## src/rtl/safs_pkg.sv

```systemverilog
`timescale 1ns / 1ps

package safs_pkg;

    localparam int MAX_FRAMES_DEF = 64;

    // field and register widths
    localparam int OP_W       = 2;
    localparam int ELAPSED_W  = 16;
    localparam int TARGET_W   = 8;
    localparam int FRAME_W    = 6;
    localparam int SPEED_W    = 10;
    localparam int FCOUNT_W   = 7;
    localparam int LOOP_W     = 6;
    localparam int LERP_W     = 8;
    localparam int OVR_W      = 11;
    localparam int TIMER_W    = 17;
    localparam int CFG_IDX_W  = 3;
    localparam int CFG_DATA_W = 11;

    // request opcodes
    localparam logic [OP_W-1:0] OP_TICK   = 2'd0;
    localparam logic [OP_W-1:0] OP_REWIND = 2'd1;
    localparam logic [OP_W-1:0] OP_SET    = 2'd2;

    // register indexes
    localparam logic [CFG_IDX_W-1:0] REG_RUN_ENABLE     = 3'd0;
    localparam logic [CFG_IDX_W-1:0] REG_FRAME_COUNT    = 3'd1;
    localparam logic [CFG_IDX_W-1:0] REG_LOOP_START     = 3'd2;
    localparam logic [CFG_IDX_W-1:0] REG_HIGH_SPEED     = 3'd3;
    localparam logic [CFG_IDX_W-1:0] REG_LOW_SPEED      = 3'd4;
    localparam logic [CFG_IDX_W-1:0] REG_LERP_PERCENT   = 3'd5;
    localparam logic [CFG_IDX_W-1:0] REG_SPEED_OVERRIDE = 3'd6;

    localparam logic [SPEED_W-1:0] HIGH_SPEED_RST = 10'd10;
    localparam logic [SPEED_W-1:0] LOW_SPEED_RST  = 10'd5;
    localparam logic [LERP_W-1:0]  LERP_OFF       = 8'hFF;
    localparam logic [OVR_W-1:0]   OVERRIDE_NONE  = 11'd1024;
    localparam logic [SPEED_W-1:0] SPEED_MAX      = 10'd1023;

    localparam logic [TIMER_W-1:0] TIMER_STEP = 17'd100;

    // floor(a/100) == (a * RECIP_100) >> RECIP_SHIFT for a < 2^17
    localparam logic [17:0] RECIP_100   = 18'd167773;
    localparam int          RECIP_SHIFT = 24;

    // commands to the advance unit
    localparam logic [2:0] ADV_NONE   = 3'd0;
    localparam logic [2:0] ADV_REWIND = 3'd1;
    localparam logic [2:0] ADV_SET    = 3'd2;
    localparam logic [2:0] ADV_MUL    = 3'd3;
    localparam logic [2:0] ADV_LOAD   = 3'd4;
    localparam logic [2:0] ADV_STEP   = 3'd5;

    typedef struct packed {
        logic [2:0] cmd;
    } adv_ctrl_t;

    typedef struct packed {
        logic busy;
        logic finished;
    } adv_stat_t;

endpackage

```

## src/rtl/safs_speed.sv

```systemverilog
`timescale 1ns / 1ps

module safs_speed (
    input  logic                                clk,
    input  logic [safs_pkg::SPEED_W-1:0]        high_speed,
    input  logic [safs_pkg::SPEED_W-1:0]        low_speed,
    input  logic signed [safs_pkg::LERP_W-1:0]  lerp_percent,
    input  logic [safs_pkg::OVR_W-1:0]          speed_override,
    output logic [safs_pkg::SPEED_W-1:0]        effective_speed
);
    import safs_pkg::*;

    // stage 1: blend product
    logic signed [10:0] diff;
    logic signed [18:0] diff_ext;
    logic signed [18:0] lerp_ext;
    logic signed [18:0] prod_next;
    logic signed [18:0] prod_reg;
    logic               ovr1_reg;
    logic [SPEED_W-1:0] ovr_val1_reg;
    logic               lerp_off1_reg;
    logic [SPEED_W-1:0] high1_reg;
    logic [SPEED_W-1:0] low1_reg;

    // stage 2: divide by 100 through the reciprocal
    logic [18:0]        neg_prod;
    logic [16:0]        mag;
    logic [34:0]        recip_prod;
    logic [10:0]        quot_reg;
    logic               neg2_reg;
    logic               ovr2_reg;
    logic [SPEED_W-1:0] ovr_val2_reg;
    logic               lerp_off2_reg;
    logic [SPEED_W-1:0] high2_reg;
    logic [SPEED_W-1:0] low2_reg;

    // stage 3: add, saturate, select
    logic signed [12:0] blend;
    logic [SPEED_W-1:0] blend_sat;
    logic [SPEED_W-1:0] speed_next;
    logic [SPEED_W-1:0] speed_reg;

    assign diff      = $signed({1'b0, high_speed}) - $signed({1'b0, low_speed});
    assign diff_ext  = 19'(diff);
    assign lerp_ext  = 19'(lerp_percent);
    assign prod_next = diff_ext * lerp_ext;

    always_ff @(posedge clk)
    begin
        prod_reg      <= prod_next;
        ovr1_reg      <= (speed_override != OVERRIDE_NONE);
        ovr_val1_reg  <= (speed_override > {1'b0, SPEED_MAX}) ? SPEED_MAX
                                                              : speed_override[SPEED_W-1:0];
        lerp_off1_reg <= (lerp_percent == $signed(LERP_OFF));
        high1_reg     <= high_speed;
        low1_reg      <= low_speed;
    end

    assign neg_prod   = 19'(-prod_reg);
    assign mag        = prod_reg[18] ? neg_prod[16:0] : prod_reg[16:0];
    assign recip_prod = 35'(mag) * 35'(RECIP_100);

    always_ff @(posedge clk)
    begin
        quot_reg      <= recip_prod[RECIP_SHIFT +: 11];
        neg2_reg      <= prod_reg[18];
        ovr2_reg      <= ovr1_reg;
        ovr_val2_reg  <= ovr_val1_reg;
        lerp_off2_reg <= lerp_off1_reg;
        high2_reg     <= high1_reg;
        low2_reg      <= low1_reg;
    end

    always_comb
    begin
        if (neg2_reg)
        begin
            blend = $signed({3'b000, low2_reg}) - $signed({2'b00, quot_reg});
        end
        else
        begin
            blend = $signed({3'b000, low2_reg}) + $signed({2'b00, quot_reg});
        end
        if (blend < 0)
        begin
            blend_sat = '0;
        end
        else if (blend > $signed({3'b000, SPEED_MAX}))
        begin
            blend_sat = SPEED_MAX;
        end
        else
        begin
            blend_sat = blend[SPEED_W-1:0];
        end
        if (ovr2_reg)
        begin
            speed_next = ovr_val2_reg;
        end
        else if (lerp_off2_reg)
        begin
            speed_next = high2_reg;
        end
        else
        begin
            speed_next = blend_sat;
        end
    end

    always_ff @(posedge clk)
    begin
        speed_reg <= speed_next;
    end

    assign effective_speed = speed_reg;

endmodule

```

## src/rtl/safs_advance.sv

```systemverilog
`timescale 1ns / 1ps

module safs_advance #(
    parameter int MAX_FRAMES = safs_pkg::MAX_FRAMES_DEF
) (
    input  logic                              clk,
    input  logic                              rst_n,
    input  safs_pkg::adv_ctrl_t               ctrl,
    input  logic [safs_pkg::FCOUNT_W-1:0]     frame_count,
    input  logic [safs_pkg::LOOP_W-1:0]       loop_start,
    input  logic [safs_pkg::ELAPSED_W-1:0]    elapsed,
    input  logic [safs_pkg::TARGET_W-1:0]     target_frame,
    input  logic [safs_pkg::SPEED_W-1:0]      speed,
    output safs_pkg::adv_stat_t               stat,
    output logic [safs_pkg::FRAME_W-1:0]      frame_index
);
    import safs_pkg::*;

    localparam int CNT_MAX = (MAX_FRAMES < 127) ? MAX_FRAMES : 127;
    localparam int POS_W   = $clog2(CNT_MAX);
    localparam int MUL_W   = ELAPSED_W + SPEED_W;

    logic [POS_W-1:0]   pos_reg;
    logic [POS_W-1:0]   pos_next;
    logic [TIMER_W-1:0] timer_reg;
    logic [TIMER_W-1:0] timer_next;
    logic               fin_reg;
    logic               fin_next;
    logic [MUL_W-1:0]   mul_reg;

    logic [8:0]         count9;
    logic [8:0]         pos9;
    logic [8:0]         loop9;
    logic [8:0]         target9;
    logic [POS_W-1:0]   wrap_pos;
    logic [POS_W-1:0]   set_pos;
    logic [32:0]        scaled;
    logic [7:0]         pos_ext;

    assign count9  = ({2'b00, frame_count} > 9'(MAX_FRAMES)) ? 9'(MAX_FRAMES)
                                                             : {2'b00, frame_count};
    assign pos9    = 9'(pos_reg);
    assign loop9   = 9'(loop_start);
    assign target9 = 9'(target_frame);
    assign wrap_pos = (loop9 < count9) ? POS_W'(loop9) : '0;
    assign set_pos  = (target9 < count9) ? POS_W'(target9) : '0;

    // elapsed * speed * 100 in Q17.16, keep the integer part
    assign scaled = 33'(mul_reg) * 33'(100);

    always_comb
    begin
        pos_next   = pos_reg;
        timer_next = timer_reg;
        fin_next   = fin_reg;
        unique case (ctrl.cmd)
            ADV_REWIND:
            begin
                pos_next   = '0;
                timer_next = '0;
                fin_next   = 1'b0;
            end
            ADV_SET:
            begin
                pos_next   = set_pos;
                timer_next = '0;
            end
            ADV_LOAD:
            begin
                timer_next = timer_reg + scaled[32:16];
                fin_next   = 1'b0;
            end
            ADV_STEP:
            begin
                timer_next = timer_reg - TIMER_STEP;
                if ((pos9 + 9'd1) >= count9)
                begin
                    pos_next = wrap_pos;
                    fin_next = 1'b1;
                end
                else
                begin
                    pos_next = pos_reg + 1'b1;
                end
            end
            default:
            begin
            end
        endcase
    end

    always_ff @(posedge clk or negedge rst_n)
    begin
        if (!rst_n)
        begin
            pos_reg   <= '0;
            timer_reg <= '0;
            fin_reg   <= 1'b0;
        end
        else
        begin
            pos_reg   <= pos_next;
            timer_reg <= timer_next;
            fin_reg   <= fin_next;
        end
    end

    always_ff @(posedge clk)
    begin
        if (ctrl.cmd == ADV_MUL)
        begin
            mul_reg <= MUL_W'(elapsed) * MUL_W'(speed);
        end
    end

    assign stat.busy     = (timer_reg > TIMER_STEP);
    assign stat.finished = fin_reg;
    assign pos_ext       = 8'(pos_reg);
    assign frame_index   = pos_ext[FRAME_W-1:0];

endmodule

```

## src/rtl/sprite_animation_frame_sequencer_top.sv

```systemverilog
`timescale 1ns / 1ps

// channel   direction  handshake            payload
// request   in         in_valid / in_stall   op, elapsed, target_frame
// result    out        out_valid / out_stall frame_index, finished, effective_speed
// config    in         cfg_we                cfg_index, cfg_data
//
// one request at a time; in_stall stays high from acceptance until the result
// is registered. rewind, set frame and paused ticks pass the wait states, dispatch
// and done; a running tick adds a load and N frame advances, one per cycle through
// the shared subtract-and-compare step on the phase timer (N <= 1023).
// rst_n asynchronously clears position, timer and finished flag, resets registers.
// a held result blocks only the hand-off of the next result.
module sprite_animation_frame_sequencer_top #(
    parameter int MAX_FRAMES = safs_pkg::MAX_FRAMES_DEF
) (
    input  logic                               clk,
    input  logic                               rst_n,
    input  logic                               in_valid,
    output logic                               in_stall,
    input  logic [safs_pkg::OP_W-1:0]          op,
    input  logic [safs_pkg::ELAPSED_W-1:0]     elapsed,
    input  logic [safs_pkg::TARGET_W-1:0]      target_frame,
    output logic                               out_valid,
    input  logic                               out_stall,
    output logic [safs_pkg::FRAME_W-1:0]       frame_index,
    output logic                               finished,
    output logic [safs_pkg::SPEED_W-1:0]       effective_speed,
    input  logic                               cfg_we,
    input  logic [safs_pkg::CFG_IDX_W-1:0]     cfg_index,
    input  logic [safs_pkg::CFG_DATA_W-1:0]    cfg_data
);
    import safs_pkg::*;

    localparam logic [2:0] S_IDLE  = 3'd0;
    localparam logic [2:0] S_WAIT1 = 3'd1;
    localparam logic [2:0] S_WAIT2 = 3'd2;
    localparam logic [2:0] S_DISP  = 3'd3;
    localparam logic [2:0] S_LOAD  = 3'd4;
    localparam logic [2:0] S_STEP  = 3'd5;
    localparam logic [2:0] S_DONE  = 3'd6;
    localparam logic [2:0] S_WAIT3 = 3'd7;

    logic                     run_enable_reg;
    logic [FCOUNT_W-1:0]      frame_count_reg;
    logic [LOOP_W-1:0]        loop_start_reg;
    logic [SPEED_W-1:0]       high_speed_reg;
    logic [SPEED_W-1:0]       low_speed_reg;
    logic signed [LERP_W-1:0] lerp_percent_reg;
    logic [OVR_W-1:0]         speed_override_reg;

    logic [2:0]               state_reg;
    logic [2:0]               state_next;
    logic [OP_W-1:0]          op_reg;
    logic [ELAPSED_W-1:0]     elapsed_reg;
    logic [TARGET_W-1:0]      target_reg;

    logic                     out_valid_reg;
    logic [FRAME_W-1:0]       frame_out_reg;
    logic                     fin_out_reg;
    logic [SPEED_W-1:0]       speed_out_reg;

    logic                     in_take;
    logic                     out_free;
    logic                     out_load;
    logic [SPEED_W-1:0]       speed;
    logic [FRAME_W-1:0]       adv_frame;
    adv_ctrl_t                adv_ctrl;
    adv_stat_t                adv_stat;

    always_ff @(posedge clk or negedge rst_n)
    begin
        if (!rst_n)
        begin
            run_enable_reg     <= 1'b0;
            frame_count_reg    <= '0;
            loop_start_reg     <= '0;
            high_speed_reg     <= HIGH_SPEED_RST;
            low_speed_reg      <= LOW_SPEED_RST;
            lerp_percent_reg   <= $signed(LERP_OFF);
            speed_override_reg <= OVERRIDE_NONE;
        end
        else if (cfg_we)
        begin
            unique case (cfg_index)
                REG_RUN_ENABLE:     run_enable_reg     <= cfg_data[0];
                REG_FRAME_COUNT:    frame_count_reg    <= cfg_data[FCOUNT_W-1:0];
                REG_LOOP_START:     loop_start_reg     <= cfg_data[LOOP_W-1:0];
                REG_HIGH_SPEED:     high_speed_reg     <= cfg_data[SPEED_W-1:0];
                REG_LOW_SPEED:      low_speed_reg      <= cfg_data[SPEED_W-1:0];
                REG_LERP_PERCENT:   lerp_percent_reg   <= $signed(cfg_data[LERP_W-1:0]);
                REG_SPEED_OVERRIDE: speed_override_reg <= cfg_data[OVR_W-1:0];
                default:
                begin
                end
            endcase
        end
    end

    safs_speed u_speed (
        .clk             (clk),
        .high_speed      (high_speed_reg),
        .low_speed       (low_speed_reg),
        .lerp_percent    (lerp_percent_reg),
        .speed_override  (speed_override_reg),
        .effective_speed (speed)
    );

    safs_advance #(
        .MAX_FRAMES (MAX_FRAMES)
    ) u_advance (
        .clk          (clk),
        .rst_n        (rst_n),
        .ctrl         (adv_ctrl),
        .frame_count  (frame_count_reg),
        .loop_start   (loop_start_reg),
        .elapsed      (elapsed_reg),
        .target_frame (target_reg),
        .speed        (speed),
        .stat         (adv_stat),
        .frame_index  (adv_frame)
    );

    assign in_stall = (state_reg != S_IDLE);
    assign in_take  = in_valid && !in_stall;
    assign out_free = !out_valid_reg || !out_stall;

    // the speed pipeline settles during the three wait states, even after a
    // register write at the edge that takes the request
    always_comb
    begin
        state_next   = state_reg;
        adv_ctrl.cmd = ADV_NONE;
        out_load     = 1'b0;
        unique case (state_reg)
            S_IDLE:
            begin
                if (in_take)
                begin
                    state_next = S_WAIT1;
                end
            end
            S_WAIT1:
            begin
                state_next = S_WAIT2;
            end
            S_WAIT2:
            begin
                state_next = S_WAIT3;
            end
            S_WAIT3:
            begin
                state_next = S_DISP;
            end
            S_DISP:
            begin
                state_next = S_DONE;
                case (op_reg)
                    OP_TICK:
                    begin
                        if (run_enable_reg)
                        begin
                            adv_ctrl.cmd = ADV_MUL;
                            state_next   = S_LOAD;
                        end
                    end
                    OP_REWIND: adv_ctrl.cmd = ADV_REWIND;
                    OP_SET:    adv_ctrl.cmd = ADV_SET;
                    default:
                    begin
                    end
                endcase
            end
            S_LOAD:
            begin
                adv_ctrl.cmd = ADV_LOAD;
                state_next   = S_STEP;
            end
            S_STEP:
            begin
                if (adv_stat.busy)
                begin
                    adv_ctrl.cmd = ADV_STEP;
                end
                else
                begin
                    state_next = S_DONE;
                end
            end
            S_DONE:
            begin
                if (out_free)
                begin
                    out_load   = 1'b1;
                    state_next = S_IDLE;
                end
            end
            default:
            begin
                state_next = S_IDLE;
            end
        endcase
    end

    always_ff @(posedge clk or negedge rst_n)
    begin
        if (!rst_n)
        begin
            state_reg     <= S_IDLE;
            out_valid_reg <= 1'b0;
        end
        else
        begin
            state_reg <= state_next;
            if (out_load)
            begin
                out_valid_reg <= 1'b1;
            end
            else if (!out_stall)
            begin
                out_valid_reg <= 1'b0;
            end
        end
    end

    always_ff @(posedge clk)
    begin
        if (in_take)
        begin
            op_reg      <= op;
            elapsed_reg <= elapsed;
            target_reg  <= target_frame;
        end
        if (out_load)
        begin
            frame_out_reg <= adv_frame;
            fin_out_reg   <= adv_stat.finished;
            speed_out_reg <= speed;
        end
    end

    assign out_valid       = out_valid_reg;
    assign frame_index     = frame_out_reg;
    assign finished        = fin_out_reg;
    assign effective_speed = speed_out_reg;

endmodule
```

## config.mk

```make
export PLATFORM = sky130hd
export DESIGN_NAME = sprite_animation_frame_sequencer_top
export DESIGN_NICKNAME = d
export VERILOG_FILES = /design/src/rtl/safs_pkg.sv /design/src/rtl/safs_speed.sv /design/src/rtl/safs_advance.sv /design/src/rtl/sprite_animation_frame_sequencer_top.sv
export SDC_FILE = /design/constraint.sdc
export NUM_CORES = 1
export LEC_CHECK = 0
export BUFFER_PORTS_ARGS = -buffer_cell sky130_fd_sc_hd__buf_4
export CORE_MARGIN = 2
export CORE_UTILIZATION = 40
export CTS_CLUSTER_SIZE = 25
export DETAILED_ROUTE_END_ITERATION = 10
export SLEW_MARGIN = 5
export SYNTH_ARGS = -nofsm -noshare
export SYNTH_HDL_FRONTEND = slang
export SYNTH_HIERARCHICAL = 1
export SYNTH_SLANG_ARGS = --single-unit
```

## constraint.sdc

```tcl
create_clock -name clk -period 8.38 [get_ports clk]
set_input_delay 1.257 -clock clk [delete_from_list [all_inputs] [get_ports clk]]
set_output_delay 1.257 -clock clk [all_outputs]
set_load 0.01 [all_outputs]
```

* Word level (Yosys, flattened, before mapping)
Cells that the tools add are included.
W data, S select, Z words.
** Word-level totals
- Input bits :: 45
- Word-level logic and storage cells :: 131
- Flip-flop bits (word level) :: 255
- Output and inout bits :: 19
** Cells by class
- Eq/ne operators :: 27
- $mul :: 4
- Multiplexer cells :: 28
- Add/sub/neg operators :: 8
- Reduce and logical (&&, ||, !) cells :: 23
- Order comparisons :: 8
** Operator list (count)
- $pmux W17 S3 :: 1
- $mux W10 :: 4
- $mul A17 B18 Y35 const B :: 1
- $mul A26 B5 Y31 const B :: 1
- $eq A3 B3 Y1 const B :: 9
- $mul A16 B10 Y26 :: 1
- $pmux W3 S8 :: 1
- $mul A11 B8 Y19 :: 1
- $eq A3 B2 Y1 const B :: 6
- $mux W6 :: 3
- $pmux W6 S3 :: 1
- $add A17 B17 Y17 :: 1
- $gt A17 B7 Y1 const B :: 1
- $mux W17 :: 1
- $neg A17 Y17 :: 1
- $sub A17 B7 Y17 const B :: 1
- $reduce_and A2 Y1 :: 8
- $gt A13 B11 Y1 const B :: 1
- $lt A13 B1 Y1 const B :: 1
- $mux W13 :: 1
- $add A10 B11 Y12 :: 1
- $mux W3 :: 4
- $sub A10 B11 Y12 :: 1
- $gt A11 B10 Y1 const B :: 1
- 29 further kinds :: 46

* Depth between registers and ports, before layout
Gate-level depths: netlist of run 1.
- Word-level depth :: 7
- Mapped depth :: 30

* Cells and area by module
The synthesis of run 1 kept the hierarchy.
** By module, submodules not included
- safs_speed :: instances 1, area each 12444.4 µm², cells each 1288
- safs_advance :: instances 1, area each 10645.2 µm², cells each 1201
- sprite_animation_frame_sequencer_top :: instances 1, area each 3652.3 µm², cells each 197

* Least setup slack after synthesis of run 1
No wires, ideal clock.
- Kind :: reg-to-reg
- Start :: register u_speed.prod_reg[0]
- End :: register u_speed.quot_reg[10]
- Data required time :: 8262 ps
- Period minus slack after synthesis :: 7682 ps
- Setup time :: 118 ps
- Arrival time :: 7564 ps
- Cell stages (with the launch flop) :: 31
- Path buffers :: 0
- Setup slack :: 698 ps
- Path through :: dfxtp_1 inv_1 ha_1 nand2b_1 or4_1 or2_1 or3_1 o31ai_2 xnor2_1 ha_1 inv_1 ha_1 nor2_1 fa_1 inv_1 fa_1 fa_1 fa_1 inv_1 fa_1 inv_1 ha_1 a211oi_1 nor2_1 o221ai_1 o211ai_2 a221oi_2 o21ai_2 a311o_2 a21oi_2 xnor2_1
** Between the ends
- Cells in the longest elaborated chain, start to end :: 3
** Ends and longest elaborated chain
- start: declaration :: RTL line safs_speed.sv:18 : logic signed [18:0] prod_reg;
- start signal: assignment :: RTL line safs_speed.sv:50 : prod_reg <= prod_next;
- $neg A17 Y17 :: RTL line safs_speed.sv:59 : assign neg_prod = 19'(-prod_reg);
- $mux W17 (*) :: RTL line safs_speed.sv:60 : assign mag = prod_reg[18] ? neg_prod[16:0] : prod_reg[16:0];
- $mul A17 B18 Y35 (*) :: RTL line safs_speed.sv:61 : assign recip_prod = 35'(mag) * 35'(RECIP_100);
- net u_speed.recip_prod[34] :: RTL line safs_speed.sv:28 : logic [34:0] recip_prod;
- end signal: assignment :: RTL line safs_speed.sv:65 : quot_reg <= recip_prod[RECIP_SHIFT +: 11];
- end: declaration :: RTL line safs_speed.sv:29 : logic [10:0] quot_reg;
Mark *: on every way through the listed nets, which the timed path passes. The rest lies on a longest branch.
A chain may end at the register's enable or synchronous reset.

* Worst setup path after layout of run 1
Ends and elaborated chain as after synthesis.

==> metrics.cfg, run 1 <==
[timing]
finalHoldWorstSlack_ns=0.327
rsz0062_at_grt=no
period_share_pct=93.8
fin_worst_skew_ns=0.0278
drv_slew=0
period_minus_slack_ns=7.86
hold_viol=0
relSlewSlack_pct=22.5
fin_setup_tns_ns=0
max_freq_mhz=127
setup_violations=0
worstMarginPinSlew_ns=1.15

[finish]
fin_nets=3481
drive_above_1_share_pct=8.73
final_common_cell=inv_1
largest_register_ffs=26
fillers=6220
syn_to_final_growth_pct=9.12
mostFrequentLayoutCells=inv_1, ha_1, fa_1, nand2_1, and2_1
layoutNonFillerInstCount=3625
antennaDiodeCount=0

[global_routing]
grt_max_degree=71
grt_overflow_total=0
antenna_found_initial=1
grt_pass1_vias=19900
grt_use_total_pct=17.8
grt_pass1_wl_um=100000

[synth]
synthMuxAreaShare_pct=2.42
synthXorXnorAreaFrac_pct=3.86
synth_top_cell_area_share_pct=23.3
synth_compound_area_share_pct=9.29
ys_warn_count=6
synth_ff_type=dfxtp_1
synth_top_family_by_area=adder cells
synth_top_cell_by_area=fa_1
synth_cell_types=89
synthAdderAreaFrac_pct=41.4
seq_area_frac_synth_pct=23.2
syn-num-nets=3429
async_flop_share_pct=31.9
synth_area_mm2=0.0267
synth-seq-cells=254
netlist_top_cells_area=fa_1, ha_1, dfxtp_1, edfxtp_1, inv_1
syn_area_per_cell_um2=9.96
syn_inst=2686
synth-edff-count=69
yosys.area_share.simple_pct=11.3

[worst_setup_path]
end_kind=flop
crit_top_cell=ha_1
startpoint_type=flop
slowest_stage=fa_1
crit_path_max_fanout=4
path_class=flop to flop
arrival_ns=8.37
max_stage_delay_ns=0.55
required_ns=8.89
worst-r2r-setup-slack_ns=0.52

[clock_network]
numCtsBuffers=29
clock_latency_ns=0.59
clock-sinks=254
clkTransAtPathRegs_ns=0.07
holdBufCountCts=0
ctsHtreeMaxLevel=1
cts_tree=built
clk_path_buf_depth=3
cts_root_buf=clkbuf_16

[detailed_routing]
dr.pass1.iters=5
viasPerCell=5.08
drc=0
vias=18400
wl_per_cell_um=16.6
antenna_left=0
drtIter0Drc=828
totalWireLength_um=60200

[die]
die-height_um=263
rows=94
start_util_pct=40.5
ios=64
dieArea_mm2=0.0689
die_w_um=263
core-area_mm2=0.0660

[place]
gp_congestion=0.892
hpwl_um=49600
dp_cells=3570
port_buffers=63

[outcome]
status=finished clean

[job]
cap_viol_max_count=0

[min_path]
hold_class=flop to flop

worst paths after layout:
check | start | to | depth (start not counted)
max | u_speed/prod_reg[0] | u_speed/quot_reg[10] | 29
min | u_speed/high1_reg[8] | u_speed/high2_reg[8] | 0
max reg2reg | u_speed/prod_reg[0] | u_speed/quot_reg[10] | 29
min reg2reg | u_speed/high1_reg[8] | u_speed/high2_reg[8] | 0
max in group asynchronous | rst_n | speed_override_reg[9] | 2
min in group asynchronous | rst_n | u_advance/fin_reg | 1
critical path, delay by kind of cell (launching register included):
kind	cells	cell delay, ns
adder cells (fa/ha/maj)	9	3.61
AO/OA/AOI/OAI	9	2.08
AND/OR/NAND/NOR	5	1.27
flip-flops	1	0.31
buffers and inverters	4	0.31
XOR/XNOR	2	0.24
synthesized netlist by cell type (16+ instances only):
cell	n
fa_1	311
o21a_1	18
nand3_1	22
inv_1	544
a22o_1	17
clkbuf_1	50
xnor2_1	78
and2_1	126
ha_1	387
mux2_2	54
edfxtp_1	69
nand2b_1	23
nor2_1	88
dfxtp_1	104
or2_2	16
o21ai_0	73
a21o_1	40
dfrtp_1	68
a21oi_1	93
nor3_1	25
xor2_1	40
nor2b_1	27
nand2_1	183
layer usage:
metal  part of all wire [%]  global-route usage, %  wire, um  up-vias
met4                    2.6                   5.00      1580        2
met2                     51                   31.9     30600      242
met5                  0.018                      0        11        -
met1                     43                   22.3     26100     9294
met3                    3.2                   2.35      1920       90
li1                       -                      -         -     8804
logic make-up (layout without fill, tap and decap cells):
group                      count (synthesis)  in the layout
buffers and inverters                    602            677
and+or+nand+nor                          588            588
DFF                                      254            254
adders and majority gates                698            698
xor gates and xnor gates                 118            118
AOI/OAI and AO/OA                        368            368
muxes                                     58             58
repair_timing:
action | CTS | global route
buffers inserted | 0 | 1
resized for setup | 0 | 2
hold endpoints to repair | 0 | 0
endpoints found under the setup margin | 0 | 2
cell type report:
class	count	area (um2)	area share [%]
multi-input cells	1830	18300	62.7
flip-flops and latches	254	6200	21.2
inverters	546	2050	7.02
well taps	864	1080	3.70
clock buffers	36	782	2.68
repair buffers	77	578	1.98
clock inverters	18	196	0.673
metrics by stage:
stage                     instance area [um2]  utilization (%)  worst slack, ns
final                                   29200             44.2            0.516
after global routing                    29200             44.2          0.00646
after CTS                               29200             44.2            0.333
after floorplan                         26700                -            0.698
after global placement                  28200             42.7            0.467
after detailed placement                28200             42.7            0.343
Power of run 1 is not shown: default switching activity piles up to over one toggle a cycle in this logic, so the estimate is an artifact.
==> run 2, diff against run 1 <==
--- a/config.mk
+++ b/config.mk
@@ -5,7 +5,7 @@
 export SDC_FILE = /design/constraint.sdc
 export NUM_CORES = 1
 export LEC_CHECK = 0
-export BUFFER_PORTS_ARGS = -buffer_cell sky130_fd_sc_hd__buf_4
+export BUFFER_PORTS_ARGS = -buffer_cell sky130_fd_sc_hd__buf_2
 export CORE_MARGIN = 2
 export CORE_UTILIZATION = 40
 export CTS_CLUSTER_SIZE = 25
==> run 2 against run 1 <==
Compared with the run above:
- final cell count increased by 0.11%
- wire length decreased by 0.50%
- global-route usage decreased by 0.26 points
- non-clock buffer count increased by 2
- first-iteration DRC count increased by 0.48%
- sequential share of layout area increased by 0.071 points
- clock skew increased by 0.0018 ns
- die area unchanged
- count of clock-buffer cells in the layout increased by 1
- cell area decreased by 0.33%
- maximum frequency decreased by 1.3%
- register-to-register slack got worse by 0.10 ns
- critical path type unchanged
- largest cell class unchanged
==> metrics.cfg, run 2 (synthesized netlist as in run 1, its figures left out) <==
[clock_network]
clk_path_buf_depth=3  ; unchanged
cts_root_buf=clkbuf_16
holdBufCountCts=0  ; unchanged
clock-sinks=254  ; unchanged
clock_latency_ns=0.59  ; about the same
cts_tree=built
clkTransAtPathRegs_ns=0.06  ; about the same
numCtsBuffers=30  ; +3.4%
ctsHtreeMaxLevel=1  ; unchanged

[die]
die-height_um=263  ; unchanged
core-area_mm2=0.0660  ; unchanged
dieArea_mm2=0.0689  ; unchanged
die_w_um=263  ; unchanged
ios=64  ; unchanged
rows=94  ; unchanged
start_util_pct=40.5  ; unchanged

[place]
gp_congestion=0.917  ; +2.8%
hpwl_um=49400  ; -0.51%
port_buffers=63  ; unchanged

[finish]
utilization_pct=44.1  ; -0.15 points
syn_to_final_growth_pct=8.75
largest_register_ffs=26  ; unchanged
antennaDiodeCount=0  ; unchanged
mostFrequentLayoutCells=inv_1, ha_1, fa_1, nand2_1, and2_1
final_common_cell=inv_1
fin_nets=3484  ; +0.086%
drive_above_1_share_pct=8.82  ; +0.096 points

[timing]
drv_slew=0  ; unchanged
fin_worst_skew_ns=0.0296  ; +0.00184 ns
period_minus_slack_ns=7.96  ; +0.100 ns
period_share_pct=95.0  ; +1.2 points
setup_violations=0  ; unchanged
max_freq_mhz=126  ; -1.3%
rsz0062_at_grt=no
hold_viol=0  ; unchanged
relSlewSlack_pct=24.7  ; +2.2 points
worstMarginPinSlew_ns=1.13  ; -0.0247 ns
fin_setup_tns_ns=0  ; unchanged

[detailed_routing]
drc=0  ; unchanged
vias=18400  ; +0.071%
antenna_left=0  ; unchanged
drtIter0Drc=832  ; +0.48%
viasPerCell=5.08  ; about the same
dr.pass1.iters=5  ; unchanged
totalWireLength_um=59900  ; -0.50%
wl_per_cell_um=16.5  ; -0.61%

[worst_setup_path]
slowest_stage=fa_1
arrival_ns=8.44  ; +0.07 ns
required_ns=8.86  ; -0.03 ns
max_stage_delay_ns=0.55  ; about the same
crit_path_max_fanout=3  ; -1
startpoint_type=flop
end_kind=flop
r2r_cells=30  ; +3.4%
path_class=flop to flop

[global_routing]
grt_max_degree=64  ; -9.9%
antenna_found_initial=0  ; -1
grt_pass1_wl_um=99300  ; -1.2%
grt_use_total_pct=17.5  ; -0.26 points
grt_overflow_total=0  ; unchanged
grt_pass1_vias=19800  ; -0.82%

[min_path]
hold_class=flop to flop
hold_depth=0  ; unchanged

[outcome]
status=finished clean

[job]
cap_viol_max_count=0  ; unchanged

-- run 2: changes by cell type in the layout (fill, tap and decap cells not counted), moves of 2 or more --
cell,before,now
buf_2,0,62
buf_4,77,17
clkinvlp_2,0,6
clkinv_2,4,2
inv_8,2,0
-- run 2: what timing repair did --
| action | 4_1_cts | 5_1_grt |
|---|---|---|
| gates resized for setup | 0 | 1 |
| setup buffers | 0 | 3 |
| endpoints found under the setup margin | 0 | 1 |
-- run 2: path summary, 6_finish.rpt --
path | from | to | slack [ns]
setup reg to reg | u_speed/prod_reg[0] | u_speed/quot_reg[10] | 0.42
max in group asynchronous | rst_n | speed_override_reg[9] | 6.69
setup / recovery | u_speed/prod_reg[0] | u_speed/quot_reg[10] | 0.42
min in group asynchronous | rst_n | state_reg[0] | 0.56
hold reg to reg | u_speed/ovr_val1_reg[2] | u_speed/ovr_val2_reg[2] | 0.33
hold / removal | u_speed/ovr_val1_reg[2] | u_speed/ovr_val2_reg[2] | 0.33
-- run 2: metal layers --
layer  up-vias  GRT usage, %  routed length (um)
li1       8822             -                   -
met1      9274          22.0               25900
met2       266          31.7               30500
met3        83          2.35                2190
met4         0          4.18                1260
met5         -             0                   0
-- run 2: final cells by class --
type | count | area (um2)
fill | 6304 | 36900
multi-input combinational | 1830 | 18300
sequential | 254 | 6200
inverter | 546 | 2050
tap | 864 | 1080
clock buffer | 37 | 807
timing repair buffer | 79 | 438
clock inverter | 19 | 220
-- run 2: through the flow --
| stage | hold slack (ns) | area, um2 | instances | worst slack, ns |
|---|---|---|---|---|
| after floorplan | 0.310 | 26700 | 2686 | 0.698 |
| after global placement | 0.313 | 28000 | 3570 | 0.444 |
| after detailed placement | 0.312 | 28000 | 3570 | 0.244 |
| after CTS | 0.325 | 29000 | 3626 | 0.232 |
| after global routing | 0.327 | 29100 | 3629 | 0.0104 |
| final | 0.325 | 29100 | 3629 | 0.416 |
-- run 2: worst max-delay path, delay by kind of cell, from the launching register on --
kind	cells	cell delay (ns)
adders and majority gates	9	3.62
AOI/OAI and AO/OA	8	1.91
and+or+nand+nor	6	1.32
buffers and inverters	5	0.39
xor gates and xnor gates	2	0.33
DFF	1	0.31
Power of run 2 is left out for the same reason.
==> run 3, diff against run 2 <==
--- a/config.mk
+++ b/config.mk
@@ -10,6 +10,7 @@
 export CORE_UTILIZATION = 40
 export CTS_CLUSTER_SIZE = 25
 export DETAILED_ROUTE_END_ITERATION = 10
+export REMOVE_ABC_BUFFERS = 1
 export SLEW_MARGIN = 5
 export SYNTH_ARGS = -nofsm -noshare
 export SYNTH_HDL_FRONTEND = slang
==> run 3 against run 2 <==
Compared with the run above:
- non-clock buffer count fell by 3
- via count fell by 0.97%
- first-iteration DRC count is 3.0% higher
- register-to-register slack improved by 0.05 ns
- critical path depth unchanged
- global-route usage is 0.43 points lower
- maximum frequency increased by 0.63%
- die area unchanged
- critical path type unchanged
- largest cell class unchanged
- highest routed layer unchanged
==> metrics.cfg, run 3 (synthesized netlist as in run 1, its figures left out) <==
[global_routing]
grt_use_total_pct=17.1  ; -0.43 points
grt_pass1_wl_um=97500  ; -1.7%
grt_max_degree=67  ; +4.7%
grt_overflow_total=0  ; unchanged
antenna_found_initial=0  ; unchanged
grt_pass1_vias=19600  ; -1.2%

[clock_network]
clock_latency_ns=0.58  ; about the same
numCtsBuffers=27  ; -10%
cts_tree=built
cts_root_buf=clkbuf_16
ctsHtreeMaxLevel=1  ; unchanged
clk_path_buf_depth=3  ; unchanged
clock-sinks=254  ; unchanged
clkTransAtPathRegs_ns=0.06  ; about the same

[timing]
max_freq_mhz=126  ; +0.63%
fin_setup_tns_ns=0  ; unchanged
rsz0062_at_grt=no
relSlewSlack_pct=14.4  ; -10 points
period_share_pct=94.4  ; -0.59 points
fin_worst_skew_ns=0.0208  ; -0.00879 ns
finalHoldWorstSlack_ns=0.324  ; -0.000982 ns
drv_slew=0  ; unchanged
setup_violations=0  ; unchanged
worstMarginPinSlew_ns=1.27  ; +0.146 ns
period_minus_slack_ns=7.91  ; -0.0497 ns
hold_viol=0  ; unchanged

[worst_setup_path]
required_ns=8.84  ; -0.02 ns
crit_path_max_fanout=3  ; unchanged
end_kind=flop
path_class=flop to flop
arrival_ns=8.37  ; -0.07 ns
max_stage_delay_ns=0.54  ; about the same
slowest_stage=fa_1
startpoint_type=flop

[job]
cap_viol_max_count=0  ; unchanged

[detailed_routing]
dr.pass1.iters=6  ; +1
wl_met2_um=28100  ; -7.9%
routed-wl-met3_um=1700  ; -23%
totalWireLength_um=57800  ; -3.5%
antenna_left=0  ; unchanged
drc=0  ; unchanged
vias=18300  ; -0.97%
drtIter0Drc=857  ; +3.0%
wl_per_cell_um=16.0  ; -3.3%
viasPerCell=5.04  ; -0.75%
routed.top_layer=met4
wl_met1_um=26900  ; +3.7%

[die]
ios=64  ; unchanged
start_util_pct=40.5  ; unchanged
die_w_um=263  ; unchanged
core-area_mm2=0.0660  ; unchanged
die-height_um=263  ; unchanged
dieArea_mm2=0.0689  ; unchanged
rows=94  ; unchanged

[finish]
syn_to_final_growth_pct=8.41
fin_nets=3478  ; -0.17%
mostFrequentLayoutCells=inv_1, ha_1, fa_1, nand2_1, and2_1
largest_register_ffs=26  ; unchanged
final_common_cell=inv_1
drive_above_1_share_pct=8.56  ; -0.26 points

[place]
hpwl_um=47900  ; -3.0%
gp_congestion=0.878  ; -4.2%
port_buffers=63  ; unchanged

[outcome]
status=finished clean

[min_path]
hold_class=flop to flop

==> run 3: layout make-up <==
| class | instances | area (um2) |
|---|---|---|
| Fill cell | 6243 | 37000 |
| Multi-Input combinational cell | 1830 | 18300 |
| Sequential cell | 254 | 6200 |
| Inverter | 546 | 2050 |
| Tap cell | 864 | 1080 |
| Clock buffer | 36 | 759 |
| Timing Repair Buffer | 76 | 415 |
| Clock inverter | 14 | 180 |
| Antenna cell | 1 | 2.50 |
==> run 3: critical path, delay by kind of cell, from the launching register on <==
family	cells	cell delay, ns
simple gates	6	1.32
flops	1	0.31
xor+xnor	2	0.29
compound gates	8	1.85
buf+inv	5	0.37
fa+ha+maj	9	3.63
==> run 3: path summary, 6_finish.rpt <==
kind,end,from,slack (ns),depth (start not counted)
max in group asynchronous,u_advance/frame_index[2],rst_n,6.66,2
worst min-delay path,u_speed/low2_reg[9],u_speed/low1_reg[9],0.32,0
min in group asynchronous,u_advance/timer_reg[10],rst_n,0.55,1
worst min register to register,u_speed/low2_reg[9],u_speed/low1_reg[9],0.32,0
worst max-delay path,u_speed/quot_reg[10],u_speed/prod_reg[0],0.47,30
worst max register to register,u_speed/quot_reg[10],u_speed/prod_reg[0],0.47,30
==> run 3: layer usage <==
metal | up-vias | GRT usage [%]
met5 | - | 0
met4 | 0 | 3.56
met3 | 59 | 1.68
met2 | 277 | 29.6
met1 | 9125 | 23.2
li1 | 8805 | -
==> run 3: per-stage QoR <==
step	util (%)	cell area (um2)	worst slack [ns]	cells
2_1_floorplan	-	26500	0.698	2630
3_3_place_gp	42.5	28000	0.398	3569
3_5_place_dp	42.5	28000	0.270	3569
4_1_cts	43.9	29000	0.238	3619
5_1_grt	43.9	29000	0.00636	3620
6_report	43.9	29000	0.466	3621
==> run 3: repair_timing <==
action / in CTS / in global routing
setup buffers: 0 / 1
setup endpoints to repair: 0 / 2
hold buffers: 0 / 0
resized for setup: 0 / 3
Power of run 3 is left out for the same reason.
